### src/rtl/sha_pkg.sv
// Shared types, round constants and SHA-256 helper functions for the byte stream hasher.
package sha_pkg;

   localparam int unsigned WORD_BITS   = 32;
   localparam int unsigned BLOCK_WORDS = 16;
   localparam int unsigned HASH_WORDS  = 8;
   localparam int unsigned BLOCK_BYTES = 64;
   localparam int unsigned LEN_BYTE    = 56;
   localparam logic [7:0]  PAD_BYTE    = 8'h80;
   localparam logic [63:0] BLOCK_BITS  = 64'd512;

   // Input transfer: one optional message byte and an end marker
   typedef struct packed {
      logic [7:0] data_byte;
      logic       byte_valid;
      logic       end_of_message;
   } sha_req_type;

   // Output transfer: one digest word
   typedef struct packed {
      logic [31:0] digest_word;
      logic [2:0]  word_index;
      logic        last_word;
   } sha_rsp_type;

   typedef enum logic [2:0] {
      ST_IDLE,
      ST_PAD,
      ST_LOAD,
      ST_COMP,
      ST_ADD,
      ST_OUT
   } sha_state_type;

   // How the sixteen schedule words of the block being compressed are sourced
   typedef enum logic [1:0] {
      BLK_NORMAL,     // all words from the block memory
      BLK_PAD_LEN,    // data, pad byte, zeros and the length
      BLK_PAD_ONLY,   // data, pad byte and zeros; length follows in an extra block
      BLK_LEN_ONLY    // zeros and the length
   } sha_mode_type;

   function automatic logic [31:0] rotr(input logic [31:0] v, input int unsigned n);
      rotr = (v >> n) | (v << (WORD_BITS - n));
   endfunction

   function automatic logic [31:0] big_sigma0(input logic [31:0] a);
      big_sigma0 = rotr(a, 2) ^ rotr(a, 13) ^ rotr(a, 22);
   endfunction

   function automatic logic [31:0] big_sigma1(input logic [31:0] e);
      big_sigma1 = rotr(e, 6) ^ rotr(e, 11) ^ rotr(e, 25);
   endfunction

   function automatic logic [31:0] small_sigma0(input logic [31:0] w);
      small_sigma0 = rotr(w, 7) ^ rotr(w, 18) ^ (w >> 3);
   endfunction

   function automatic logic [31:0] small_sigma1(input logic [31:0] w);
      small_sigma1 = rotr(w, 17) ^ rotr(w, 19) ^ (w >> 10);
   endfunction

   // Initial hash values
   function automatic logic [31:0] init_hash(input logic [2:0] idx);
      logic [31:0] h;
      unique case (idx)
         3'd0: h = 32'h6a09e667;
         3'd1: h = 32'hbb67ae85;
         3'd2: h = 32'h3c6ef372;
         3'd3: h = 32'ha54ff53a;
         3'd4: h = 32'h510e527f;
         3'd5: h = 32'h9b05688c;
         3'd6: h = 32'h1f83d9ab;
         3'd7: h = 32'h5be0cd19;
         default: h = 32'h6a09e667;
      endcase
      init_hash = h;
   endfunction

   // Round constants
   function automatic logic [31:0] round_k(input logic [5:0] idx);
      logic [31:0] k;
      unique case (idx)
         6'd0:  k = 32'h428a2f98;  6'd1:  k = 32'h71374491;
         6'd2:  k = 32'hb5c0fbcf;  6'd3:  k = 32'he9b5dba5;
         6'd4:  k = 32'h3956c25b;  6'd5:  k = 32'h59f111f1;
         6'd6:  k = 32'h923f82a4;  6'd7:  k = 32'hab1c5ed5;
         6'd8:  k = 32'hd807aa98;  6'd9:  k = 32'h12835b01;
         6'd10: k = 32'h243185be;  6'd11: k = 32'h550c7dc3;
         6'd12: k = 32'h72be5d74;  6'd13: k = 32'h80deb1fe;
         6'd14: k = 32'h9bdc06a7;  6'd15: k = 32'hc19bf174;
         6'd16: k = 32'he49b69c1;  6'd17: k = 32'hefbe4786;
         6'd18: k = 32'h0fc19dc6;  6'd19: k = 32'h240ca1cc;
         6'd20: k = 32'h2de92c6f;  6'd21: k = 32'h4a7484aa;
         6'd22: k = 32'h5cb0a9dc;  6'd23: k = 32'h76f988da;
         6'd24: k = 32'h983e5152;  6'd25: k = 32'ha831c66d;
         6'd26: k = 32'hb00327c8;  6'd27: k = 32'hbf597fc7;
         6'd28: k = 32'hc6e00bf3;  6'd29: k = 32'hd5a79147;
         6'd30: k = 32'h06ca6351;  6'd31: k = 32'h14292967;
         6'd32: k = 32'h27b70a85;  6'd33: k = 32'h2e1b2138;
         6'd34: k = 32'h4d2c6dfc;  6'd35: k = 32'h53380d13;
         6'd36: k = 32'h650a7354;  6'd37: k = 32'h766a0abb;
         6'd38: k = 32'h81c2c92e;  6'd39: k = 32'h92722c85;
         6'd40: k = 32'ha2bfe8a1;  6'd41: k = 32'ha81a664b;
         6'd42: k = 32'hc24b8b70;  6'd43: k = 32'hc76c51a3;
         6'd44: k = 32'hd192e819;  6'd45: k = 32'hd6990624;
         6'd46: k = 32'hf40e3585;  6'd47: k = 32'h106aa070;
         6'd48: k = 32'h19a4c116;  6'd49: k = 32'h1e376c08;
         6'd50: k = 32'h2748774c;  6'd51: k = 32'h34b0bcb5;
         6'd52: k = 32'h391c0cb3;  6'd53: k = 32'h4ed8aa4a;
         6'd54: k = 32'h5b9cca4f;  6'd55: k = 32'h682e6ff3;
         6'd56: k = 32'h748f82ee;  6'd57: k = 32'h78a5636f;
         6'd58: k = 32'h84c87814;  6'd59: k = 32'h8cc70208;
         6'd60: k = 32'h90befffa;  6'd61: k = 32'ha4506ceb;
         6'd62: k = 32'hbef9a3f7;  6'd63: k = 32'hc67178f2;
         default: k = 32'h428a2f98;
      endcase
      round_k = k;
   endfunction

endpackage

### src/rtl/sha256_byte_stream_hasher_unit.sv
// SHA-256 hasher over a byte stream: block memory, round engine and digest output.
//
//   channel   direction  handshake                payload
//   req_      in         req_valid / req_ready    sha_req_type (byte, byte flag, end flag)
//   rsp_      out        rsp_valid / rsp_ready    sha_rsp_type (digest word, index, last)
//
// A byte that does not complete a block is taken while idle; the block memory holds bytes
// packed four to a word. A full block then passes a read-ahead state for the
// block memory, 64 rounds of the single round unit and a state that folds it into the hash.
// An end marker adds a setup state (ST_PAD) and one or two padding blocks, then
// eight digest transfers. req_ready is low from a full block or end marker until the
// round work (and the digest transfer) is done; rsp_ready low holds the current word.
// Reset restores the initial hash values and clears the byte and bit counts.
module sha256_byte_stream_hasher_unit
   import sha_pkg::*;
(
   input  logic        clock,
   input  logic        reset,
   input  logic        req_valid,
   output logic        req_ready,
   input  sha_req_type req_payload,
   output logic        rsp_valid,
   input  logic        rsp_ready,
   output sha_rsp_type rsp_payload
);

   // Control and datapath registers
   sha_state_type state_ff, state_in;
   sha_mode_type  mode_ff, mode_in;
   logic          fin_ff, fin_in;
   logic [5:0]    fill_ff, fill_in;
   logic [23:0]   acc_ff, acc_in;
   logic [63:0]   bits_ff, bits_in;
   logic [5:0]    rnd_ff, rnd_in;
   logic [2:0]    idx_ff, idx_in;
   logic [31:0]   hash_ff  [HASH_WORDS];
   logic [31:0]   hash_in  [HASH_WORDS];
   logic [31:0]   wv_ff    [HASH_WORDS];
   logic [31:0]   wv_in    [HASH_WORDS];
   logic [31:0]   sched_ff [BLOCK_WORDS];
   logic [31:0]   sched_in [BLOCK_WORDS];

   // Block memory, one 32-bit word per four bytes
   logic [31:0]   blk_mem [BLOCK_WORDS];
   logic [31:0]   rd_q_ff;
   logic [3:0]    rd_addr;
   logic          wr_en;
   logic [3:0]    wr_addr;
   logic [31:0]   wr_data;

   logic          req_xfer;
   logic          rsp_xfer;
   logic          byte_take;
   logic          block_full;

   logic [3:0]    pw;
   logic [31:0]   pad_word;
   logic [31:0]   w_src;
   logic [31:0]   w_t;
   logic [31:0]   t1;
   logic [31:0]   t2;
   logic [31:0]   ch;
   logic [31:0]   maj;

   assign req_xfer   = req_valid & req_ready;
   assign rsp_xfer   = rsp_valid & rsp_ready;
   assign byte_take  = req_xfer & req_payload.byte_valid;
   assign block_full = byte_take & (fill_ff == 6'd63);

   // Next state
   always_comb begin
      state_in = state_ff;
      unique case (state_ff)
         ST_IDLE: begin
            if (block_full) begin
               state_in = ST_LOAD;
            end else if (req_xfer && req_payload.end_of_message) begin
               state_in = ST_PAD;
            end
         end
         ST_PAD:  state_in = ST_LOAD;
         ST_LOAD: state_in = ST_COMP;
         ST_COMP: begin
            if (rnd_ff == 6'd63) begin
               state_in = ST_ADD;
            end
         end
         ST_ADD: begin
            unique case (mode_ff)
               BLK_NORMAL:   state_in = fin_ff ? ST_PAD : ST_IDLE;
               BLK_PAD_ONLY: state_in = ST_LOAD;
               BLK_PAD_LEN,
               BLK_LEN_ONLY: state_in = ST_OUT;
               default:      state_in = ST_IDLE;
            endcase
         end
         ST_OUT: begin
            if (rsp_xfer && idx_ff == 3'd7) begin
               state_in = ST_IDLE;
            end
         end
         default: state_in = ST_IDLE;
      endcase
   end

   // Handshake outputs and memory read address
   always_comb begin
      req_ready = 1'b0;
      rsp_valid = 1'b0;
      rd_addr   = rnd_ff[3:0] + 4'd1;
      unique case (state_ff)
         ST_IDLE: req_ready = 1'b1;
         ST_LOAD: rd_addr   = 4'd0;
         ST_OUT:  rsp_valid = 1'b1;
         ST_PAD, ST_COMP, ST_ADD: ;
         default: ;
      endcase
   end

   assign rsp_payload.digest_word = hash_ff[idx_ff];
   assign rsp_payload.word_index  = idx_ff;
   assign rsp_payload.last_word   = (idx_ff == 3'd7);

   // Byte packing into the block memory
   assign wr_en   = byte_take & (fill_ff[1:0] == 2'd3);
   assign wr_addr = fill_ff[5:2];
   assign wr_data = {acc_ff, req_payload.data_byte};

   // Partial word with the pad byte placed after the held bytes
   assign pw = fill_ff[5:2];
   always_comb begin
      unique case (fill_ff[1:0])
         2'd0: pad_word = {PAD_BYTE, 24'h0};
         2'd1: pad_word = {acc_ff[7:0], PAD_BYTE, 16'h0};
         2'd2: pad_word = {acc_ff[15:0], PAD_BYTE, 8'h0};
         2'd3: pad_word = {acc_ff[23:0], PAD_BYTE};
         default: pad_word = {PAD_BYTE, 24'h0};
      endcase
   end

   // Schedule word source for the first sixteen rounds
   always_comb begin
      w_src = 32'h0;
      unique case (mode_ff)
         BLK_NORMAL: w_src = rd_q_ff;
         BLK_PAD_LEN: begin
            priority if (rnd_ff[3:0] < pw) w_src = rd_q_ff;
            else if (rnd_ff[3:0] == pw)    w_src = pad_word;
            else if (rnd_ff[3:0] == 4'd14) w_src = bits_ff[63:32];
            else if (rnd_ff[3:0] == 4'd15) w_src = bits_ff[31:0];
            else                           w_src = 32'h0;
         end
         BLK_PAD_ONLY: begin
            priority if (rnd_ff[3:0] < pw) w_src = rd_q_ff;
            else if (rnd_ff[3:0] == pw)    w_src = pad_word;
            else                           w_src = 32'h0;
         end
         BLK_LEN_ONLY: begin
            priority if (rnd_ff[3:0] == 4'd14) w_src = bits_ff[63:32];
            else if (rnd_ff[3:0] == 4'd15)     w_src = bits_ff[31:0];
            else                               w_src = 32'h0;
         end
         default: w_src = 32'h0;
      endcase
   end

   // One compression round
   always_comb begin
      if (rnd_ff < 6'd16) begin
         w_t = w_src;
      end else begin
         w_t = small_sigma1(sched_ff[14]) + sched_ff[9] + small_sigma0(sched_ff[1])
               + sched_ff[0];
      end
      ch  = (wv_ff[4] & wv_ff[5]) ^ (~wv_ff[4] & wv_ff[6]);
      maj = (wv_ff[0] & wv_ff[1]) ^ (wv_ff[0] & wv_ff[2]) ^ (wv_ff[1] & wv_ff[2]);
      t1  = wv_ff[7] + big_sigma1(wv_ff[4]) + ch + round_k(rnd_ff) + w_t;
      t2  = big_sigma0(wv_ff[0]) + maj;
   end

   // Datapath next values
   always_comb begin
      mode_in = mode_ff;
      fin_in  = fin_ff;
      fill_in = fill_ff;
      acc_in  = acc_ff;
      bits_in = bits_ff;
      rnd_in  = rnd_ff;
      idx_in  = idx_ff;
      for (int i = 0; i < HASH_WORDS; i++) begin
         hash_in[i] = hash_ff[i];
         wv_in[i]   = wv_ff[i];
      end
      for (int i = 0; i < BLOCK_WORDS; i++) begin
         sched_in[i] = sched_ff[i];
      end
      unique case (state_ff)
         ST_IDLE: begin
            if (byte_take) begin
               acc_in  = {acc_ff[15:0], req_payload.data_byte};
               fill_in = fill_ff + 6'd1;
            end
            if (block_full) begin
               bits_in = bits_ff + BLOCK_BITS;
               mode_in = BLK_NORMAL;
               fin_in  = req_payload.end_of_message;
            end
         end
         ST_PAD: begin
            bits_in = bits_ff + {55'h0, fill_ff, 3'b000};
            mode_in = (fill_ff >= 6'(LEN_BYTE)) ? BLK_PAD_ONLY : BLK_PAD_LEN;
            fin_in  = 1'b0;
         end
         ST_LOAD: begin
            rnd_in = 6'd0;
            for (int i = 0; i < HASH_WORDS; i++) begin
               wv_in[i] = hash_ff[i];
            end
         end
         ST_COMP: begin
            for (int i = 0; i < BLOCK_WORDS - 1; i++) begin
               sched_in[i] = sched_ff[i + 1];
            end
            sched_in[BLOCK_WORDS - 1] = w_t;
            wv_in[7] = wv_ff[6];
            wv_in[6] = wv_ff[5];
            wv_in[5] = wv_ff[4];
            wv_in[4] = wv_ff[3] + t1;
            wv_in[3] = wv_ff[2];
            wv_in[2] = wv_ff[1];
            wv_in[1] = wv_ff[0];
            wv_in[0] = t1 + t2;
            rnd_in   = rnd_ff + 6'd1;
         end
         ST_ADD: begin
            for (int i = 0; i < HASH_WORDS; i++) begin
               hash_in[i] = hash_ff[i] + wv_ff[i];
            end
            if (mode_ff == BLK_PAD_ONLY) begin
               mode_in = BLK_LEN_ONLY;
            end
         end
         ST_OUT: begin
            if (rsp_xfer) begin
               idx_in = idx_ff + 3'd1;
               // last word out: start the next message from scratch
               if (idx_ff == 3'd7) begin
                  for (int i = 0; i < HASH_WORDS; i++) begin
                     hash_in[i] = init_hash(3'(i));
                  end
                  bits_in = 64'h0;
                  fill_in = 6'd0;
                  mode_in = BLK_NORMAL;
               end
            end
         end
         default: ;
      endcase
   end

   // Control registers
   always_ff @(posedge clock) begin
      if (reset) begin
         state_ff <= ST_IDLE;
         mode_ff  <= BLK_NORMAL;
         fin_ff   <= 1'b0;
         fill_ff  <= 6'd0;
         bits_ff  <= 64'h0;
         rnd_ff   <= 6'd0;
         idx_ff   <= 3'd0;
         for (int i = 0; i < HASH_WORDS; i++) begin
            hash_ff[i] <= init_hash(3'(i));
         end
      end else begin
         state_ff <= state_in;
         mode_ff  <= mode_in;
         fin_ff   <= fin_in;
         fill_ff  <= fill_in;
         bits_ff  <= bits_in;
         rnd_ff   <= rnd_in;
         idx_ff   <= idx_in;
         for (int i = 0; i < HASH_WORDS; i++) begin
            hash_ff[i] <= hash_in[i];
         end
      end
   end

   // Payload registers
   always_ff @(posedge clock) begin
      acc_ff <= acc_in;
      for (int i = 0; i < HASH_WORDS; i++) begin
         wv_ff[i] <= wv_in[i];
      end
      for (int i = 0; i < BLOCK_WORDS; i++) begin
         sched_ff[i] <= sched_in[i];
      end
   end

   // Block memory: writes only while idle; the registered read runs always and feeds compression
   always_ff @(posedge clock) begin
      if (wr_en) begin
         blk_mem[wr_addr] <= wr_data;
      end
      rd_q_ff <= blk_mem[rd_addr];
   end

endmodule

### config.mk
export PLATFORM = sky130hd
export DESIGN_NAME = sha256_byte_stream_hasher_unit
export DESIGN_NICKNAME = d
export VERILOG_FILES = /design/src/rtl/sha_pkg.sv /design/src/rtl/sha256_byte_stream_hasher_unit.sv
export SDC_FILE = /design/constraint.sdc
export NUM_CORES = 2
export LEC_CHECK = 0
export CAP_MARGIN = 0
export CORE_MARGIN = 5
export CORE_UTILIZATION = 25
export CTS_CLUSTER_DIAMETER = 40
export DETAILED_ROUTE_END_ITERATION = 7
export DONT_BUFFER_PORTS = 1
export MAX_ROUTING_LAYER = met4
export PLACE_DENSITY = 0.34
export REMOVE_ABC_BUFFERS = 1
export SLEW_MARGIN = 30
export SYNTH_ARGS = -nofsm -noshare
export SYNTH_HDL_FRONTEND = slang
export SYNTH_SLANG_ARGS = --single-unit
export TNS_END_PERCENT = 5
### constraint.sdc
create_clock -name clock -period 51.6 [get_ports clock]
set_input_delay 5.16 -clock clock [delete_from_list [all_inputs] [get_ports clock]]
set_output_delay 5.16 -clock clock [all_outputs]
set_load 0.1 [all_outputs]
==> load_flow_metrics.sql <==
INSERT INTO impl_metrics (metric_group, metric, value, unit) VALUES
('run_status', 'status', 'completed', ''),
('logic_synthesis', 'netlist_area', '91700', 'um^2'),
('global_route', 'vias_in_the_first_global_route', '66800', ''),
('setup_path', 'r2r_end', 'wv_ff[0][31]', ''),
('logic_synthesis', 'ranking_of_synthesized_cells_by_area', 'sky130_fd_sc_hd__edfxtp_1 43%, sky130_fd_sc_hd__dfxtp_1 8.8%, sky130_fd_sc_hd__ha_1 5.6%', ''),
('routing', 'dr_total_vias', '68300', ''),
('routing', 'drt.antenna.violating_nets', '0', ''),
('sta', 'finalHoldViolations', '0', ''),
('logic_synthesis', 'post_synth_top_flop', 'sky130_fd_sc_hd__edfxtp_1', ''),
('layout', 'areaGrowthSynthToFinish', '20.8', '%'),
('logic_synthesis', 'number_of_enable_type_register_cells_in_the_synthesized_netlist', '1304', ''),
('die', 'design.die.area', '379000', 'um^2'),
('sta', 'fmax', '0.0860', 'GHz'),
('clock_tree', 'cts_sinks', '1709', ''),
('logic_synthesis', 'synth_area_leader_cell', 'sky130_fd_sc_hd__edfxtp_1', ''),
('logic_synthesis', 'synth-seq-area-share', '0.516', ''),
('routing', 'drt-vias-per-instance', '4.97', ''),
('layout', 'leading_cell_type_in_the_layout_fill_and_taps_excluded', 'sky130_fd_sc_hd__edfxtp_1', ''),
('setup_path', 'critical_path_buf_inv_count', '5', ''),
('logic_synthesis', 'warnings_from_yosys', '0', ''),
('setup_path', 'path_delay_family', 'compound AO/OA/AOI/OAI gates', ''),
('clock_tree', 'cts_hold_repair.buffers', '0', ''),
('setup_path', 'timing.critical_path.mode_cell', 'sky130_fd_sc_hd__fa_1', ''),
('setup_path', 'worst-r2r-setup-slack', '39.97', 'ns'),
('sta', 'worstMarginPinSlew', '1.32', 'ns'),
('die', 'ios', '52', ''),
('setup_path', 'path_max_fanout', '5', ''),
('global_route', 'grt_usage', '0.190', ''),
('sta', 'maxSlewHeadroom', '0.122', ''),
('clock_tree', 'post_cts_buffers', '0', ''),
('routing', 'drt_iter0_markers', '5935', ''),
('routing', 'drc_viols', '0', ''),
('die', 'num_rows', '222', ''),
('logic_synthesis', 'post_synth_top_area_share', '0.427', ''),
('global_route', 'grt_remaining_overflow', '0', ''),
('logic_synthesis', 'gate_count_after_technology_mapping', '8497', ''),
('clock_tree', 'clk_path_buf_depth', '4', ''),
('setup_path', 'ff2ff_path_depth', '41', ''),
('clock_tree', 'cts.root.buffer_cell', 'sky130_fd_sc_hd__clkbuf_16', ''),
('sta', 'finalMaxSlewViolations', '0', ''),
('routing', 'wire_length_per_cell_after_detailed_routing', '26.4', 'um'),
('logic_synthesis', 'syn-mean-instance-area', '10.8', 'um^2'),
('clock_tree', 'cts_htree_levels', '5', ''),
('placement', 'gp_routability_congestion', '0.888', ''),
('setup_path', 'critPathArrivalTime', '12.25', 'ns'),
('layout', 'post_route_cells_drive_above_1_share', '0.114', ''),
('layout', 'fin_nets', '9208', ''),
('placement', 'dp_hpwl', '248', 'mm'),
('global_route', 'grt_first_pass_wirelength', '515', 'mm'),
('setup_path', 'crit_slowest_cell', 'sky130_fd_sc_hd__o21ai_0', ''),
('logic_synthesis', 'yosysUniqueCellTypes', '94', ''),
('logic_synthesis', 'ys_ff_latch', '1709', ''),
('clock_tree', 'clkTransAtPathRegs', '0.06', 'ns'),
('routing', 'finalWirelength', '363', 'mm'),
('die', 'die_w', '616', 'um'),
('hold_path', 'hold_path_startpoint', 'sched_ff[1][0]', ''),
('global_route', 'maximum_number_of_pins_on_one_net_before_global_route_repair', '285', ''),
('clock_tree', 'clk_latency', '0.95', 'ns'),
('clock_tree', 'tritoncts', 'yes', ''),
('global_route', 'grt_antenna_before_repair', '17', ''),
('sta', 'period_minus_slack', '11.63', 'ns'),
('clock_tree', 'cts-buffers-inserted', '377', ''),
('sta', 'layout_worst_path_cycle_share', '0.225', ''),
('hold_path', 'hp-class', 'reg2reg', ''),
('routing', 'drt_pre_antenna_iters', '6', ''),
('setup_path', 'r2r-start', 'sched_ff[0][52]', ''),
('sta', 'final_report_setup_violation_count', '0', ''),
('logic_synthesis', 'async_flop_share', '0', ''),
('setup_path', 'endpoint_kind', 'flip-flop', ''),
('hold_path', 'timing.hold.worst_endpoint', 'sched_ff[0][224]', ''),
('sta', 'final.setup_skew', '0.0813', 'ns');
## area by class of cell
type                       instances  area [um^2]
clock inverter                   214         2550
sequential                      1709        47300
tap                             4816         6030
multi-input combinational       5937        41500
fill                           37500       255000
clock buffer                     491        10500
timing repair buffer             169         1410
antenna                            7         17.5
inverter                         396         1500
## layer usage
| metal | global-route usage | wire (um) | part of all wire |
|---|---|---|---|
| met5 | - | 0 | 0 |
| met4 | 0.0384 | 7440 | 0.020 |
| met3 | 0.0259 | 17900 | 0.049 |
| met2 | 0.282 | 159000 | 0.44 |
| met1 | 0.276 | 179000 | 0.49 |
## cells in the mapped netlist, drive strengths merged (25+ instances only)
library cell and instances:
o22ai 219, a221oi 33, nand2b 154, a21oi 553, nand3 134, o21ai 392
or3 32, edfxtp 1304, mux2 49, nor2b 51, nor2 481, mux4 64
nor3 132, and3 44, nand4 28, o31ai 30, a21o 146, and2 25
maj3 28, ha 408, a31oi 118, buf 36, a22oi 89, xnor2 416
mux2i 29, o21bai 52, inv 396, a211oi 81, or2 29, fa 196
clkbuf 419, nor4 25, xor2 157, o21a 66, nand2 1262, a311oi 92
o211ai 48, dfxtp 405
## worst register-to-register path: cells and delay by family, from the launching register on
family                   cells  cell delay, ns
XOR/XNOR                     5            1.07
AO/OA/AOI/OAI               18            4.53
AND/OR/NAND/NOR              4            1.04
buffers and inverters        5            0.36
adder cells (fa/ha/maj)      9            3.88
flip-flops                   1            0.48
## worst max-delay path by stage
stage | slack, ns | depth (start not counted) | to | startpoint
4_1_cts | 39.76 | 41 | wv_ff[0][31] | sched_ff[0][52]
3_5_place_dp | 39.82 | 41 | wv_ff[0][31] | sched_ff[0][52]
2_1_floorplan | 27.50 | 6 | state_ff[2] | state_ff[2]
5_1_grt | 39.09 | 42 | wv_ff[0][30] | sched_ff[0][40]
3_3_place_gp | 39.89 | 41 | wv_ff[0][31] | sched_ff[0][41]
6_report | 39.97 | 41 | wv_ff[0][31] | sched_ff[0][52]
## state kept, by name, summed over array words and instances (netlist names), named ones only
signal    cells
state_ff      3
sched_ff    512
fill_ff       6
acc_ff       24
idx_ff        3
bits_ff      61
wv_ff       256
hash_ff     256
blk_mem     512
mode_ff       2
rnd_ff        6
fin_ff        1
rd_q_ff      32
## kinds of logic after synthesis
| group | share of synthesized area |
|---|---|
| adders and majority gates | 0.102 |
| and+or+nand+nor | 0.117 |
| DFF | 0.516 |
| xor gates and xnor gates | 0.0547 |
| muxes | 0.0249 |
| buffers and inverters | 0.0351 |
| AOI/OAI and AO/OA | 0.151 |
## metrics by stage
stage | util | hold WS [ns] | worst slack [ns] | instance area [um^2] | std cells
6_report | 0.303 | 0.381 | 39.97 | 111000 | 13700
5_1_grt | 0.303 | 0.399 | 39.09 | 111000 | 13700
4_1_cts | 0.303 | 0.387 | 39.76 | 111000 | 13700
3_5_place_dp | 0.267 | 0.405 | 39.82 | 97600 | 13000
3_3_place_gp | 0.267 | 0.401 | 39.89 | 97600 | 13000
2_1_floorplan | - | 0.400 | 27.50 | 89900 | 8042
Power is not shown: default switching activity piles up to over one toggle a cycle in this logic, so the estimate is an artifact.
